<file path="config.mk">
export PLATFORM = sky130hd
export DESIGN_NAME = window_mode_ratio_drift_trend_bias_core
export DESIGN_NICKNAME = d
export VERILOG_FILES = /design/src/sv/wmrdtb_pkg.sv /design/src/sv/wmrdtb_ctrl.sv /design/src/sv/wmrdtb_dp.sv /design/src/sv/window_mode_ratio_drift_trend_bias_core.sv
export SDC_FILE = /design/constraint.sdc
export NUM_CORES = 1
export LEC_CHECK = 0
export ABC_AREA = 1
export BUFFER_PORTS_ARGS = -buffer_cell sky130_fd_sc_hd__clkbuf_2
export CORE_MARGIN = 2
export CORE_UTILIZATION = 35
export CTS_CLUSTER_DIAMETER = 120
export DETAILED_ROUTE_END_ITERATION = 6
export SLEW_MARGIN = 0
export SYNTH_ARGS = -nofsm -noshare
export SYNTH_HDL_FRONTEND = slang
export SYNTH_HIERARCHICAL = 1
export SYNTH_SLANG_ARGS = --single-unit
</file>
<file path="constraint.sdc">
create_clock -name i_clk -period 11.63 [get_ports i_clk]
set_input_delay 2.326 -clock i_clk [delete_from_list [all_inputs] [get_ports i_clk]]
set_output_delay 2.326 -clock i_clk [all_outputs]
set_load 0.02 [all_outputs]
</file>
<file path="src/sv/wmrdtb_pkg.sv">
// ----------------------------------------------------------------------------
// wmrdtb_pkg
// Shared types and constants for the window mode and drift bias core.
// ----------------------------------------------------------------------------
package wmrdtb_pkg;

    localparam int DEFAULT_DEPTH = 16;
    localparam int DRIFT_W       = 16;
    localparam int ENTRY_W       = 18;
    localparam int SHIFT_W       = 13;
    localparam int CNT_W         = 4;
    localparam logic [SHIFT_W-1:0] SHIFT_MAX = 13'd6553;

    typedef enum logic [2:0] {
        ST_IDLE,
        ST_SCAN,
        ST_DRAIN,
        ST_ARITH,
        ST_DIV_LOAD,
        ST_DIV_RUN,
        ST_DIV_STORE,
        ST_DONE
    } t_state;

    typedef enum logic [2:0] {
        OP_POS,
        OP_NEG,
        OP_DIFF,
        OP_NUM,
        OP_DEN_A,
        OP_DEN_B,
        OP_DEN_C
    } t_arith_op;

    typedef enum logic [1:0] {
        DIV_DET,
        DIV_EXP,
        DIV_RISK
    } t_div_sel;

    typedef struct packed {
        logic      load;
        logic      scan_rd;
        logic      arith_en;
        t_arith_op arith_op;
        logic      div_load;
        logic      div_step;
        logic      div_store;
        t_div_sel  div_sel;
        logic      publish;
    } t_cmd;

    typedef struct packed {
        logic scan_last;
    } t_sts;

endpackage

</file>
<file path="src/sv/wmrdtb_ctrl.sv">
// ----------------------------------------------------------------------------
// wmrdtb_ctrl
// Sequencer: window scan, multiply chain, three divisions, result hand-off.
// ----------------------------------------------------------------------------
module wmrdtb_ctrl (
    input  logic               i_clk,
    input  logic               i_rst_n,
    input  logic               i_in_valid,
    output logic               o_in_ready,
    output logic               o_out_valid,
    input  logic               i_out_ready,
    input  wmrdtb_pkg::t_sts   i_sts,
    output wmrdtb_pkg::t_cmd   o_cmd
);

    wmrdtb_pkg::t_state    r_state, n_state;
    wmrdtb_pkg::t_arith_op r_op, n_op;
    wmrdtb_pkg::t_div_sel  r_sel, n_sel;
    logic [wmrdtb_pkg::CNT_W-1:0] r_cnt, n_cnt;
    logic                  r_out_valid, n_out_valid;

    always_ff @(posedge i_clk) begin
        if (!i_rst_n) begin
            r_state     <= wmrdtb_pkg::ST_IDLE;
            r_op        <= wmrdtb_pkg::OP_POS;
            r_sel       <= wmrdtb_pkg::DIV_DET;
            r_cnt       <= '0;
            r_out_valid <= 1'b0;
        end else begin
            r_state     <= n_state;
            r_op        <= n_op;
            r_sel       <= n_sel;
            r_cnt       <= n_cnt;
            r_out_valid <= n_out_valid;
        end
    end

    always_comb begin
        n_state     = r_state;
        n_op        = r_op;
        n_sel       = r_sel;
        n_cnt       = r_cnt;
        n_out_valid = r_out_valid & ~i_out_ready;
        o_in_ready  = 1'b0;
        o_cmd       = '0;
        o_cmd.arith_op = r_op;
        o_cmd.div_sel  = r_sel;
        unique case (r_state)
            wmrdtb_pkg::ST_IDLE: begin
                o_in_ready = 1'b1;
                if (i_in_valid) begin
                    o_cmd.load = 1'b1;
                    n_state    = wmrdtb_pkg::ST_SCAN;
                end
            end
            wmrdtb_pkg::ST_SCAN: begin
                o_cmd.scan_rd = 1'b1;
                if (i_sts.scan_last) begin
                    n_state = wmrdtb_pkg::ST_DRAIN;
                end
            end
            wmrdtb_pkg::ST_DRAIN: begin
                n_op    = wmrdtb_pkg::OP_POS;
                n_state = wmrdtb_pkg::ST_ARITH;
            end
            wmrdtb_pkg::ST_ARITH: begin
                o_cmd.arith_en = 1'b1;
                unique case (r_op)
                    wmrdtb_pkg::OP_POS:   n_op = wmrdtb_pkg::OP_NEG;
                    wmrdtb_pkg::OP_NEG:   n_op = wmrdtb_pkg::OP_DIFF;
                    wmrdtb_pkg::OP_DIFF:  n_op = wmrdtb_pkg::OP_NUM;
                    wmrdtb_pkg::OP_NUM:   n_op = wmrdtb_pkg::OP_DEN_A;
                    wmrdtb_pkg::OP_DEN_A: n_op = wmrdtb_pkg::OP_DEN_B;
                    wmrdtb_pkg::OP_DEN_B: n_op = wmrdtb_pkg::OP_DEN_C;
                    default: begin
                        n_op    = wmrdtb_pkg::OP_POS;
                        n_sel   = wmrdtb_pkg::DIV_DET;
                        n_state = wmrdtb_pkg::ST_DIV_LOAD;
                    end
                endcase
            end
            wmrdtb_pkg::ST_DIV_LOAD: begin
                o_cmd.div_load = 1'b1;
                n_cnt          = wmrdtb_pkg::CNT_W'(wmrdtb_pkg::SHIFT_W - 1);
                n_state        = wmrdtb_pkg::ST_DIV_RUN;
            end
            wmrdtb_pkg::ST_DIV_RUN: begin
                o_cmd.div_step = 1'b1;
                if (r_cnt == '0) begin
                    n_state = wmrdtb_pkg::ST_DIV_STORE;
                end else begin
                    n_cnt = r_cnt - 1'b1;
                end
            end
            wmrdtb_pkg::ST_DIV_STORE: begin
                o_cmd.div_store = 1'b1;
                unique case (r_sel)
                    wmrdtb_pkg::DIV_DET: begin
                        n_sel   = wmrdtb_pkg::DIV_EXP;
                        n_state = wmrdtb_pkg::ST_DIV_LOAD;
                    end
                    wmrdtb_pkg::DIV_EXP: begin
                        n_sel   = wmrdtb_pkg::DIV_RISK;
                        n_state = wmrdtb_pkg::ST_DIV_LOAD;
                    end
                    default: begin
                        n_state = wmrdtb_pkg::ST_DONE;
                    end
                endcase
            end
            wmrdtb_pkg::ST_DONE: begin
                // wait for the output register to free up
                if (!r_out_valid || i_out_ready) begin
                    o_cmd.publish = 1'b1;
                    n_out_valid   = 1'b1;
                    n_state       = wmrdtb_pkg::ST_IDLE;
                end
            end
            default: begin
                n_state = wmrdtb_pkg::ST_IDLE;
            end
        endcase
    end

    assign o_out_valid = r_out_valid;

endmodule

</file>
<file path="src/sv/wmrdtb_dp.sv">
// ----------------------------------------------------------------------------
// wmrdtb_dp
// Window memory, scan accumulators, shared multiplier, restoring divider.
// ----------------------------------------------------------------------------
module wmrdtb_dp #(
    parameter int WINDOW_DEPTH = wmrdtb_pkg::DEFAULT_DEPTH
) (
    input  logic                              i_clk,
    input  logic                              i_rst_n,
    input  wmrdtb_pkg::t_cmd                  i_cmd,
    output wmrdtb_pkg::t_sts                  o_sts,
    input  logic                              i_conservative_flag,
    input  logic                              i_exploratory_flag,
    input  logic [wmrdtb_pkg::DRIFT_W-1:0]    i_drift_score,
    output logic [wmrdtb_pkg::SHIFT_W-1:0]    o_determinism_shift,
    output logic [wmrdtb_pkg::SHIFT_W-1:0]    o_exploration_shift,
    output logic [wmrdtb_pkg::SHIFT_W-1:0]    o_risk_shift
);

    localparam int QW    = wmrdtb_pkg::SHIFT_W;
    localparam int PW    = $clog2(WINDOW_DEPTH);
    localparam int CW    = $clog2(WINDOW_DEPTH + 1);
    localparam int SW    = wmrdtb_pkg::DRIFT_W + CW;
    localparam int DW    = SW + CW;
    localparam int NUMRW = DW + CW + 1;
    localparam int DENW  = 3 * CW + 5;
    localparam int AW    = (DW > DENW) ? DW : DENW;
    localparam int BW    = CW + 5;
    localparam int RATW  = CW + 3 + 15;
    localparam int NUMW  = (NUMRW > RATW) ? NUMRW : RATW;
    localparam int DVW   = (DENW > CW + 4) ? DENW : CW + 4;
    localparam int RW    = (NUMW > DVW + QW) ? NUMW : DVW + QW;

    // window store
    logic [wmrdtb_pkg::ENTRY_W-1:0] r_win [WINDOW_DEPTH];
    logic [wmrdtb_pkg::ENTRY_W-1:0] r_rd_data;
    logic [CW-1:0] r_fill;
    logic [PW-1:0] r_oldest;
    logic [PW-1:0] r_idx;
    logic [PW-1:0] r_rd_lidx;
    logic          r_rd_vld;

    // accumulators
    logic [CW-1:0] r_c, r_e;
    logic [SW-1:0] r_so, r_sr;

    // multiply chain
    logic [DW-1:0]    r_pos, r_neg, r_diff;
    logic             r_trend_pos;
    logic [NUMRW-1:0] r_num;
    logic [DENW-1:0]  r_den;

    // divider
    logic [RW-1:0] r_rem, r_dsh;
    logic [QW-1:0] r_q;
    logic [QW-1:0] r_res_det, r_res_exp, r_res_risk;
    logic [QW-1:0] r_o_det, r_o_exp, r_o_risk;

    function automatic logic [PW-1:0] f_slot(input logic [PW-1:0] base,
                                             input logic [PW-1:0] ofs);
        logic [PW:0] s;
        s = (PW+1)'(base) + (PW+1)'(ofs);
        if (s >= (PW+1)'(WINDOW_DEPTH)) begin
            s = s - (PW+1)'(WINDOW_DEPTH);
        end
        return s[PW-1:0];
    endfunction

    logic [CW-1:0]  n_cnt, mid, rest, max_ce;
    logic           full;
    logic [PW-1:0]  wr_slot;
    logic [wmrdtb_pkg::ENTRY_W-1:0] entry;
    logic [CW+2:0]  c5, e5, n3;
    logic [CW+3:0]  ten_n;
    logic           det_ok, exp_ok, risk_ok;
    logic [AW-1:0]  mul_a;
    logic [BW-1:0]  mul_b;
    logic [AW+BW-1:0] prod;
    logic [RW-1:0]  div_num, div_den;
    logic [QW-1:0]  q_sat;
    logic           res_ok;

    assign n_cnt   = r_fill;
    assign mid     = r_fill >> 1;
    assign rest    = r_fill - mid;
    assign max_ce  = (r_c > r_e) ? r_c : r_e;
    assign full    = (r_fill == CW'(WINDOW_DEPTH));
    assign wr_slot = full ? r_oldest : f_slot(r_oldest, r_fill[PW-1:0]);
    assign entry   = {i_conservative_flag, i_exploratory_flag, i_drift_score};

    assign c5    = (CW+3)'({r_c, 2'b00}) + (CW+3)'(r_c);
    assign e5    = (CW+3)'({r_e, 2'b00}) + (CW+3)'(r_e);
    assign n3    = (CW+3)'({n_cnt, 1'b0}) + (CW+3)'(n_cnt);
    assign ten_n = (CW+4)'({n_cnt, 3'b000}) + (CW+4)'({n_cnt, 1'b0});

    assign det_ok  = c5 > n3;
    assign exp_ok  = e5 > n3;
    assign risk_ok = (n_cnt >= CW'(4)) && r_trend_pos;

    assign o_sts.scan_last = ((CW)'(r_idx) == (n_cnt - 1'b1));

    // window write and scan
    always_ff @(posedge i_clk) begin
        if (i_cmd.load) begin
            r_win[wr_slot] <= entry;
        end
        if (i_cmd.scan_rd) begin
            r_rd_data <= r_win[f_slot(r_oldest, r_idx)];
        end
    end

    always_ff @(posedge i_clk) begin
        if (!i_rst_n) begin
            r_fill   <= '0;
            r_oldest <= '0;
            r_rd_vld <= 1'b0;
        end else begin
            r_rd_vld <= i_cmd.scan_rd;
            if (i_cmd.load) begin
                if (full) begin
                    r_oldest <= f_slot(r_oldest, PW'(1));
                end else begin
                    r_fill <= r_fill + 1'b1;
                end
            end
        end
    end

    always_ff @(posedge i_clk) begin
        if (i_cmd.load) begin
            r_idx <= '0;
            r_c   <= '0;
            r_e   <= '0;
            r_so  <= '0;
            r_sr  <= '0;
        end else begin
            if (i_cmd.scan_rd) begin
                r_idx     <= r_idx + 1'b1;
                r_rd_lidx <= r_idx;
            end
            if (r_rd_vld) begin
                r_c <= r_c + CW'(r_rd_data[17]);
                r_e <= r_e + CW'(r_rd_data[16]);
                if (CW'(r_rd_lidx) < mid) begin
                    r_so <= r_so + SW'(r_rd_data[15:0]);
                end else begin
                    r_sr <= r_sr + SW'(r_rd_data[15:0]);
                end
            end
        end
    end

    // shared multiplier operands
    always_comb begin
        mul_a = '0;
        mul_b = '0;
        unique case (i_cmd.arith_op)
            wmrdtb_pkg::OP_POS: begin
                mul_a = AW'(r_sr);
                mul_b = BW'(mid);
            end
            wmrdtb_pkg::OP_NEG: begin
                mul_a = AW'(r_so);
                mul_b = BW'(rest);
            end
            wmrdtb_pkg::OP_NUM: begin
                mul_a = AW'(r_diff);
                mul_b = BW'(n_cnt) + BW'(max_ce);
            end
            wmrdtb_pkg::OP_DEN_A: begin
                mul_a = AW'(n_cnt);
                mul_b = BW'(mid);
            end
            wmrdtb_pkg::OP_DEN_B: begin
                mul_a = AW'(r_den);
                mul_b = BW'(rest);
            end
            wmrdtb_pkg::OP_DEN_C: begin
                mul_a = AW'(r_den);
                mul_b = BW'(20);
            end
            default: begin
                mul_a = '0;
                mul_b = '0;
            end
        endcase
    end

    assign prod = (AW+BW)'(mul_a) * (AW+BW)'(mul_b);

    always_ff @(posedge i_clk) begin
        if (i_cmd.arith_en) begin
            unique case (i_cmd.arith_op)
                wmrdtb_pkg::OP_POS:   r_pos <= prod[DW-1:0];
                wmrdtb_pkg::OP_NEG:   r_neg <= prod[DW-1:0];
                wmrdtb_pkg::OP_DIFF: begin
                    r_trend_pos <= r_pos > r_neg;
                    r_diff      <= (r_pos > r_neg) ? (r_pos - r_neg) : '0;
                end
                wmrdtb_pkg::OP_NUM:   r_num <= prod[NUMRW-1:0];
                wmrdtb_pkg::OP_DEN_A,
                wmrdtb_pkg::OP_DEN_B,
                wmrdtb_pkg::OP_DEN_C: r_den <= prod[DENW-1:0];
                default: begin
                    r_den <= r_den;
                end
            endcase
        end
    end

    // divider operands; unused cases load a zero numerator
    always_comb begin
        div_num = '0;
        div_den = RW'(1);
        unique case (i_cmd.div_sel)
            wmrdtb_pkg::DIV_DET: begin
                div_num = det_ok ? RW'({c5 - n3, 15'b0}) : '0;
                div_den = RW'(ten_n);
            end
            wmrdtb_pkg::DIV_EXP: begin
                div_num = exp_ok ? RW'({e5 - n3, 15'b0}) : '0;
                div_den = RW'(ten_n);
            end
            wmrdtb_pkg::DIV_RISK: begin
                div_num = RW'(r_num);
                div_den = RW'(r_den);
            end
            default: begin
                div_num = '0;
                div_den = RW'(1);
            end
        endcase
    end

    always_comb begin
        unique case (i_cmd.div_sel)
            wmrdtb_pkg::DIV_DET: res_ok = det_ok;
            wmrdtb_pkg::DIV_EXP: res_ok = exp_ok;
            default:             res_ok = risk_ok;
        endcase
    end

    assign q_sat = (r_q > wmrdtb_pkg::SHIFT_MAX) ? wmrdtb_pkg::SHIFT_MAX : r_q;

    // restoring division, one quotient bit per cycle, MSB first
    always_ff @(posedge i_clk) begin
        if (i_cmd.div_load) begin
            r_rem <= div_num;
            r_dsh <= div_den << (QW - 1);
            r_q   <= '0;
        end else if (i_cmd.div_step) begin
            r_dsh <= r_dsh >> 1;
            if (r_rem >= r_dsh) begin
                r_rem <= r_rem - r_dsh;
                r_q   <= {r_q[QW-2:0], 1'b1};
            end else begin
                r_q   <= {r_q[QW-2:0], 1'b0};
            end
        end
        if (i_cmd.div_store) begin
            unique case (i_cmd.div_sel)
                wmrdtb_pkg::DIV_DET: r_res_det  <= res_ok ? q_sat : '0;
                wmrdtb_pkg::DIV_EXP: r_res_exp  <= res_ok ? q_sat : '0;
                default:             r_res_risk <= res_ok ? q_sat : '0;
            endcase
        end
        if (i_cmd.publish) begin
            r_o_det  <= r_res_det;
            r_o_exp  <= r_res_exp;
            r_o_risk <= r_res_risk;
        end
    end

    assign o_determinism_shift = r_o_det;
    assign o_exploration_shift = r_o_exp;
    assign o_risk_shift        = r_o_risk;

endmodule

</file>
<file path="src/sv/window_mode_ratio_drift_trend_bias_core.sv">
// ----------------------------------------------------------------------------
// window_mode_ratio_drift_trend_bias_core
// Sliding-window mode ratios and drift trend, giving three Q0.15 bias shifts.
// ----------------------------------------------------------------------------
// Sequence: after accept, one memory read per entry of the window fill n after
//   the push, 7 multiply-chain steps, then three 13-bit restoring divisions
//   (load, one quotient bit per step, store) before the result is published.
// Requests do not overlap: a new request is taken only after the previous result
//   has gone to the output register, and it is taken while that result still waits there.
// Reset: synchronous, active low; empties the window and clears all handshakes.
module window_mode_ratio_drift_trend_bias_core #(
    parameter int WINDOW_DEPTH = wmrdtb_pkg::DEFAULT_DEPTH
) (
    input  logic                            i_clk,
    input  logic                            i_rst_n,
    // request side
    input  logic                            i_in_valid,
    output logic                            o_in_ready,
    input  logic                            i_conservative_flag,
    input  logic                            i_exploratory_flag,
    input  logic [wmrdtb_pkg::DRIFT_W-1:0]  i_drift_score,
    // result side
    output logic                            o_out_valid,
    input  logic                            i_out_ready,
    output logic [wmrdtb_pkg::SHIFT_W-1:0]  o_determinism_shift,
    output logic [wmrdtb_pkg::SHIFT_W-1:0]  o_exploration_shift,
    output logic [wmrdtb_pkg::SHIFT_W-1:0]  o_risk_shift
);

    // Controller walks: accept -> scan window -> multiply chain
    // (Sr*mid, So*(n-mid), trend, numerator, denominator) -> three divisions
    // -> hand result to the output register.
    wmrdtb_pkg::t_cmd cmd;
    wmrdtb_pkg::t_sts sts;

    wmrdtb_ctrl u_ctrl (
        .i_clk       (i_clk),
        .i_rst_n     (i_rst_n),
        .i_in_valid  (i_in_valid),
        .o_in_ready  (o_in_ready),
        .o_out_valid (o_out_valid),
        .i_out_ready (i_out_ready),
        .i_sts       (sts),
        .o_cmd       (cmd)
    );

    // Datapath holds the window memory (registered read), fill count and
    // oldest pointer, accumulators, one shared multiplier and the divider.
    wmrdtb_dp #(
        .WINDOW_DEPTH (WINDOW_DEPTH)
    ) u_dp (
        .i_clk               (i_clk),
        .i_rst_n             (i_rst_n),
        .i_cmd               (cmd),
        .o_sts               (sts),
        .i_conservative_flag (i_conservative_flag),
        .i_exploratory_flag  (i_exploratory_flag),
        .i_drift_score       (i_drift_score),
        .o_determinism_shift (o_determinism_shift),
        .o_exploration_shift (o_exploration_shift),
        .o_risk_shift        (o_risk_shift)
    );

endmodule

</file>
Word-level counts from Yosys, hierarchy flattened
Memory sizes are Yosys's and may differ from the RTL's. A register that Yosys moved wholly into a read port is not among the register bits.
Cells that the tools add are included.

operators by class
  $mul = 1
  eq/ne operators = 24
  add/subtract/negate cells = 24
  muxes and demuxes = 49
  $lt $le $gt $ge = 11
  shift-type cells = 0
  bitwise gates (word level) = 6
  divide/modulo/power cells = 0
  reductions and logical operators = 35

operator list
  kind                                              number
  2-to-1 mux 33 bit                                 5
  one-hot mux 26 bit (5 select lines)               1
  one-hot mux 33 bit (3 select lines)               1
  2-to-1 mux 23 bit                                 2
  adder 21 x 16 -> 21 bit                           2
  one-hot mux 10 bit (4 select lines)               1
  one-hot mux 20 bit (2 select lines)               1
  >= comparator 33 bit                              1
  subtractor 33 bit                                 1
  multiplier 26 x 10 -> 32 bit                      1
  AND reduction 2 bit                               15
  greater-than comparator 26 bit                    1
  2-to-1 mux 13 bit                                 2
  subtractor 26 bit                                 1
  2-to-1 mux 4 bit                                  6
  one-hot mux 3 bit (8 select lines)                1
  == test 3 bit, second input constant              7
  one-hot mux 3 bit (6 select lines)                1
  adder 7 x 5 -> 8 bit                              2
  greater-than comparator 8 bit                     2
  subtractor 4 x 1 -> 4 bit, second input constant  4
  subtractor 8 bit                                  2
  >= comparator 5 bit, second input constant        3
  2-to-1 mux 1 bit                                  15
  other kinds (44)                                  72

storage, ports and cells
  register bits = 371
  memories = 1
  memory bits (writable) = 288
  bits in latches = 0
  ROM bits = 0
  input bits = 22
  word-level logic and storage cells = 181
  output and inout port bits = 41

memory list
  name        depth  bits a word  rd ports  clocked after memory_dff  write ports  line             source
  u_dp.r_win  16     18           1         1                         1            wmrdtb_dp.sv:35  logic [wmrdtb_pkg::ENTRY_W-1:0] r_win [WINDOW_DEPTH];

Logic depth before layout (Yosys ltp)
  depth in word-level cells = 5
  depth in mapped cells = 34
  depth with buffers taken out = 33

By module
Netlist, hierarchy kept.

by module, submodules not included
  module       cells each  sequential area each (um^2)  area each (um^2)  times used
  wmrdtb_dp    4111        18998.2                      38186.6           1
  wmrdtb_ctrl  121         260.2                        810.8             1

Worst setup path after synthesis
OpenSTA, ideal clock, no wires.

  kind = register -> register
  start = register u_dp.r_e[1]
  end = register u_dp.r_den[19], data pin
  library setup time = 0.265 ns
  setup slack = 5.552 ns
  path buffers = 1
  arrival = 5.812 ns
  stages on the path, launching flop included = 29
  required time = 11.365 ns
  period minus slack after synthesis = 6.078 ns
  path through = dfxtp_1 inv_1 ha_1 nand4_1 o21ai_1 o21ai_0 ha_1 fa_1 nand2_1 nand2_1 a21oi_1 xor2_1 o211ai_2 buf_2 nand2_1 inv_1 fa_1 fa_1 inv_1 fa_1 inv_1 ha_1 nand2_1 o21ai_0 a21oi_1 o21ai_0 nand3_1 nand3_1 nand2_1

on the way
  word-level cells in the longest chain between the ends = 5

RTL lines
  item                                   line              source
  from (decl)                            wmrdtb_dp.sv:44   logic [CW-1:0] r_c, r_e;
  from (signal assigned)                 wmrdtb_dp.sv:143  r_e <= r_e + CW'(r_rd_data[16]);
  greater-than comparator 5 bit          wmrdtb_dp.sv:86   assign max_ce = (r_c > r_e) ? r_c : r_e;
  2-to-1 mux 5 bit *                     wmrdtb_dp.sv:86
  adder 5 x 5 -> 6 bit *                 wmrdtb_dp.sv:168  mul_b = BW'(n_cnt) + BW'(max_ce);
  one-hot mux 10 bit (4 select lines) *  wmrdtb_dp.sv:157  unique case (i_cmd.arith_op)
  multiplier 26 x 10 -> 32 bit *         wmrdtb_dp.sv:189  assign prod = (AW+BW)'(mul_a) * (AW+BW)'(mul_b);
  net u_dp.prod[19]                      wmrdtb_dp.sv:78   logic [AW+BW-1:0] prod;
  to (signal assigned)                   wmrdtb_dp.sv:203  wmrdtb_pkg::OP_DEN_C: r_den <= prod[DENW-1:0];
  to (signal assigned)                   wmrdtb_dp.sv:205  r_den <= r_den;
  to (decl)                              wmrdtb_dp.sv:51   logic [DENW-1:0] r_den;

Mark *: on every way through the listed nets, which the timed path passes. The rest lies on a longest branch.
A chain may end at the register's enable or synchronous reset.

Worst setup path in the final report
  start = register u_dp.r_e[1]
  end = register u_dp.r_den[18], data pin

The elaborated chain is that of the path after synthesis.

==> out/metrics.cfg <==
[run_status]
status=completed

[sta]
fmax_ghz=0.131
hold_ws_ps=417
slew_headroom=0.177
fin_setup_tns_ps=0
slew_viol_final=0
finalSetupViolations=0
fin_crit_sh=0.657
skew_ps=30.9
period_needed_ps=7640
finalHoldViolCount=0
tightest_slew_ps=1230
rsz0062_at_grt=false

[logic_synthesis]
synth_top_area_cell=edfxtp_1
synth_top_area_frac=0.440
synth_flop_cell=edfxtp_1
syn_nets=4559
synthSimpleGateAreaFrac=0.175
synth_xor_area_frac=0.0189
ys_seq_area_frac=0.494
synth_enable_flop_cells=572
synth-compound-area-share=0.117
synth_area_um2=39000
yosysWarnings=6
synthMuxAreaShare=0
synth_cells=4232
async_reset_ff_frac=0
yosysUniqueCellTypes=66
synthTopCellsByArea=edfxtp_1 (44%), nand2_1 (7.2%), ha_1 (6.2%)
synth_area_per_cell_um2=9.21
synth_top_family_by_area=simple AND/OR/NAND/NOR gates
ys_seq_elements=676
synthAdderAreaFrac=0.119

[clock_tree]
ctsHtreeMaxLevel=3
cts_tree=yes
clk_path_buf_depth=3
clk_pin_slew_ps=60
cts_setup_buffers=0
cts-root-buf=clkbuf_16
cts_buffers=75
clock-sinks=676
insertion_delay_ps=640
ctsHoldBuffers=0
cts_resized=0

[global_route]
antenna_found_initial=1
grt_max_degree=86
globalRouteTotalUtil=0.187
grt-ovfl-total=0
grt_pass1_vias=28300
grt_pass1_wl_mm=165

[power]
p_leak_uw=0.0184
ir_drop_mv=0.131
power.density_nw_per_um2=198

[detailed_routing]
via_per_inst=5.03
vias=29400
drt_pass1_iterations=7
drc=0
drt_iter0_drc=2191
wl_per_cell_um=18.3
ant_nets=0
totalWireLength_mm=107

[floorplan]
die_w_um=338
start_util=0.352
die_area_um2=114000
core_area_um2=111000
rows=122
die_h_um=338
pin_count=63

[layout]
fillers=11000
fin_util=0.393
area_growth_pct=11.6
stdcell_area_um2=43500
nets=4621
post_route_cells_drive_above_1_share=0.0779

[worst_setup_path]
rr_startpoint=u_dp/r_e[1]$_SDFFE_PP0P_
cp_slowest_cell=a221oi_4
worstSetupPathType=reg -> reg
worstSetupStartpoint=u_dp/r_e[1]$_SDFFE_PP0P_
r2r_cells=22
start_kind=flop
cp-end-kind=flop
crit_arrival_ps=8050
crit_cells=22
cp_max_fo=22
worstPathRequired_ps=12040
cp_top_family=adder cells
critPathBufInv=3
max_stage_delay_ps=980
r2r_slack_ps=3990
cp_cell_sequence=inv_1 -> ha_1 -> nand4_1 -> o21ai_1 -> o21ai_0 -> ha_1 -> fa_1 -> a221oi_4 -> inv_1 -> nand2_1 -> fa_1 -> fa_1 -> fa_1 -> inv_1 -> ha_1 -> nand2_1 -> o21ai_0 -> nand3_1 -> nand3_1 -> nand2_1 -> nand2_1 -> xor2_1

[placed_design]
dpl_cell_area_um2=41000
gp_congestion=0.923
io_buffers=62
dpl.hpwl_mm=77.5

[run]
max_cap_violations=0

[hold_path]
min_path_cells=0
hp-class=reg -> reg
hp-start=u_dp/r_res_risk[1]$_DFFE_PP_

-- final timing paths --
check | to
hold reg to reg | u_dp/o_risk_shift[1]$_DFFE_PP_
setup / recovery | u_dp/r_den[18]$_DFFE_PP_
hold / removal | u_dp/o_risk_shift[1]$_DFFE_PP_
setup reg to reg | u_dp/r_den[18]$_DFFE_PP_
-- per-stage QoR --
| stage | setup WS (ps) | power, µW | std cells |
|---|---|---|---|
| 2_1_floorplan | 5550 | 5380 | 4232 |
| 3_3_place_gp | 4110 | 6200 | 5705 |
| 3_5_place_dp | 3990 | 6230 | 5705 |
| 4_1_cts | 3970 | 8650 | 5839 |
| 5_1_grt | 3530 | 9180 | 5839 |
| 6_report | 3990 | 8620 | 5840 |
-- metal layers --
metal,part of all wire,global-route usage,vias up,routed length [µm]
li1,-,-,14400,-
met1,0.46,0.251,14200,48800
met2,0.47,0.316,684,50300
met3,0.047,0.0245,137,5010
met4,0.024,0.0496,0,2510
met5,0,0,-,0
-- cells in the mapped netlist, types with 7 or more instances --
| cell | number |
|---|---|
| nand2_1 | 749 |
| nor2_1 | 584 |
| o21ai_2 | 7 |
| o21ai_1 | 16 |
| clkbuf_1 | 52 |
| buf_4 | 7 |
| o22ai_1 | 37 |
| o221ai_1 | 9 |
| inv_1 | 605 |
| o21bai_1 | 8 |
| nand3_1 | 180 |
| xnor2_1 | 31 |
| fa_1 | 111 |
| buf_6 | 7 |
| a21oi_1 | 262 |
| a21oi_2 | 9 |
| or2_2 | 9 |
| dfxtp_1 | 104 |
| o21ai_0 | 278 |
| xor2_1 | 53 |
| a21o_1 | 10 |
| nand2_2 | 7 |
| edfxtp_1 | 572 |
| nor3_1 | 29 |
| o21a_1 | 13 |
| o32ai_1 | 72 |
| inv_2 | 32 |
| a22oi_1 | 8 |
| ha_1 | 194 |
| nand4_1 | 34 |
| a31oi_1 | 9 |
| buf_2 | 38 |
| nand3b_1 | 7 |
-- sequential cells by signal, summed over array words and instances, names as in the netlist, 18 cells and up --
name / flops
u_dp/r_sr: 21
u_dp/r_dsh: 32
u_dp/r_rem: 33
u_dp/r_rd_data: 18
u_dp/r_so: 21
u_dp/r_den: 20
u_dp/r_win: 288
u_dp/r_diff: 26
u_dp/r_neg: 26
u_dp/r_num: 32
u_dp/r_pos: 26
-- cell usage in the layout (no fill, tap or decap), drive strengths merged, types with 53 or more instances in the layout --
| cell | count |
|---|---|
| a21oi | 272 |
| clkbuf | 162 |
| dfxtp | 104 |
| edfxtp | 572 |
| fa | 111 |
| ha | 194 |
| inv | 639 |
| nand2 | 762 |
| nand3 | 184 |
| nor2 | 591 |
| o21ai | 301 |
| o32ai | 72 |
| xor2 | 53 |
-- layout make-up --
type	count	area (µm²)	share of cell area
Antenna cell	1	2.50	0.0000575
Inverter	640	2410	0.0553
Sequential cell	676	19300	0.442
Clock buffer	100	2050	0.0471
Timing Repair Buffer	94	551	0.0126
Tap cell	1488	1860	0.0428
Clock inverter	34	454	0.0104
Multi-Input combinational cell	2807	16900	0.389
-- report_power, final --
group / leakage (µW) / switching [µW] / total [µW] / internal [µW]
Combinational: 0.0111 / 2110 / 3130 / 1020
Clock: 0.00121 / 1010 / 2400 / 1390
Sequential: 0.00607 / 158 / 3090 / 2930
-- logic make-up (layout without fill, tap and decap cells) --
group / count (synthesis) / after routing
xor+xnor: 84 / 84
fa+ha+maj: 305 / 305
compound gates: 774 / 774
flops: 676 / 676
other cells: 0 / 1
buf+inv: 749 / 868
simple gates: 1644 / 1644
Power figures use the tool's default switching activity.
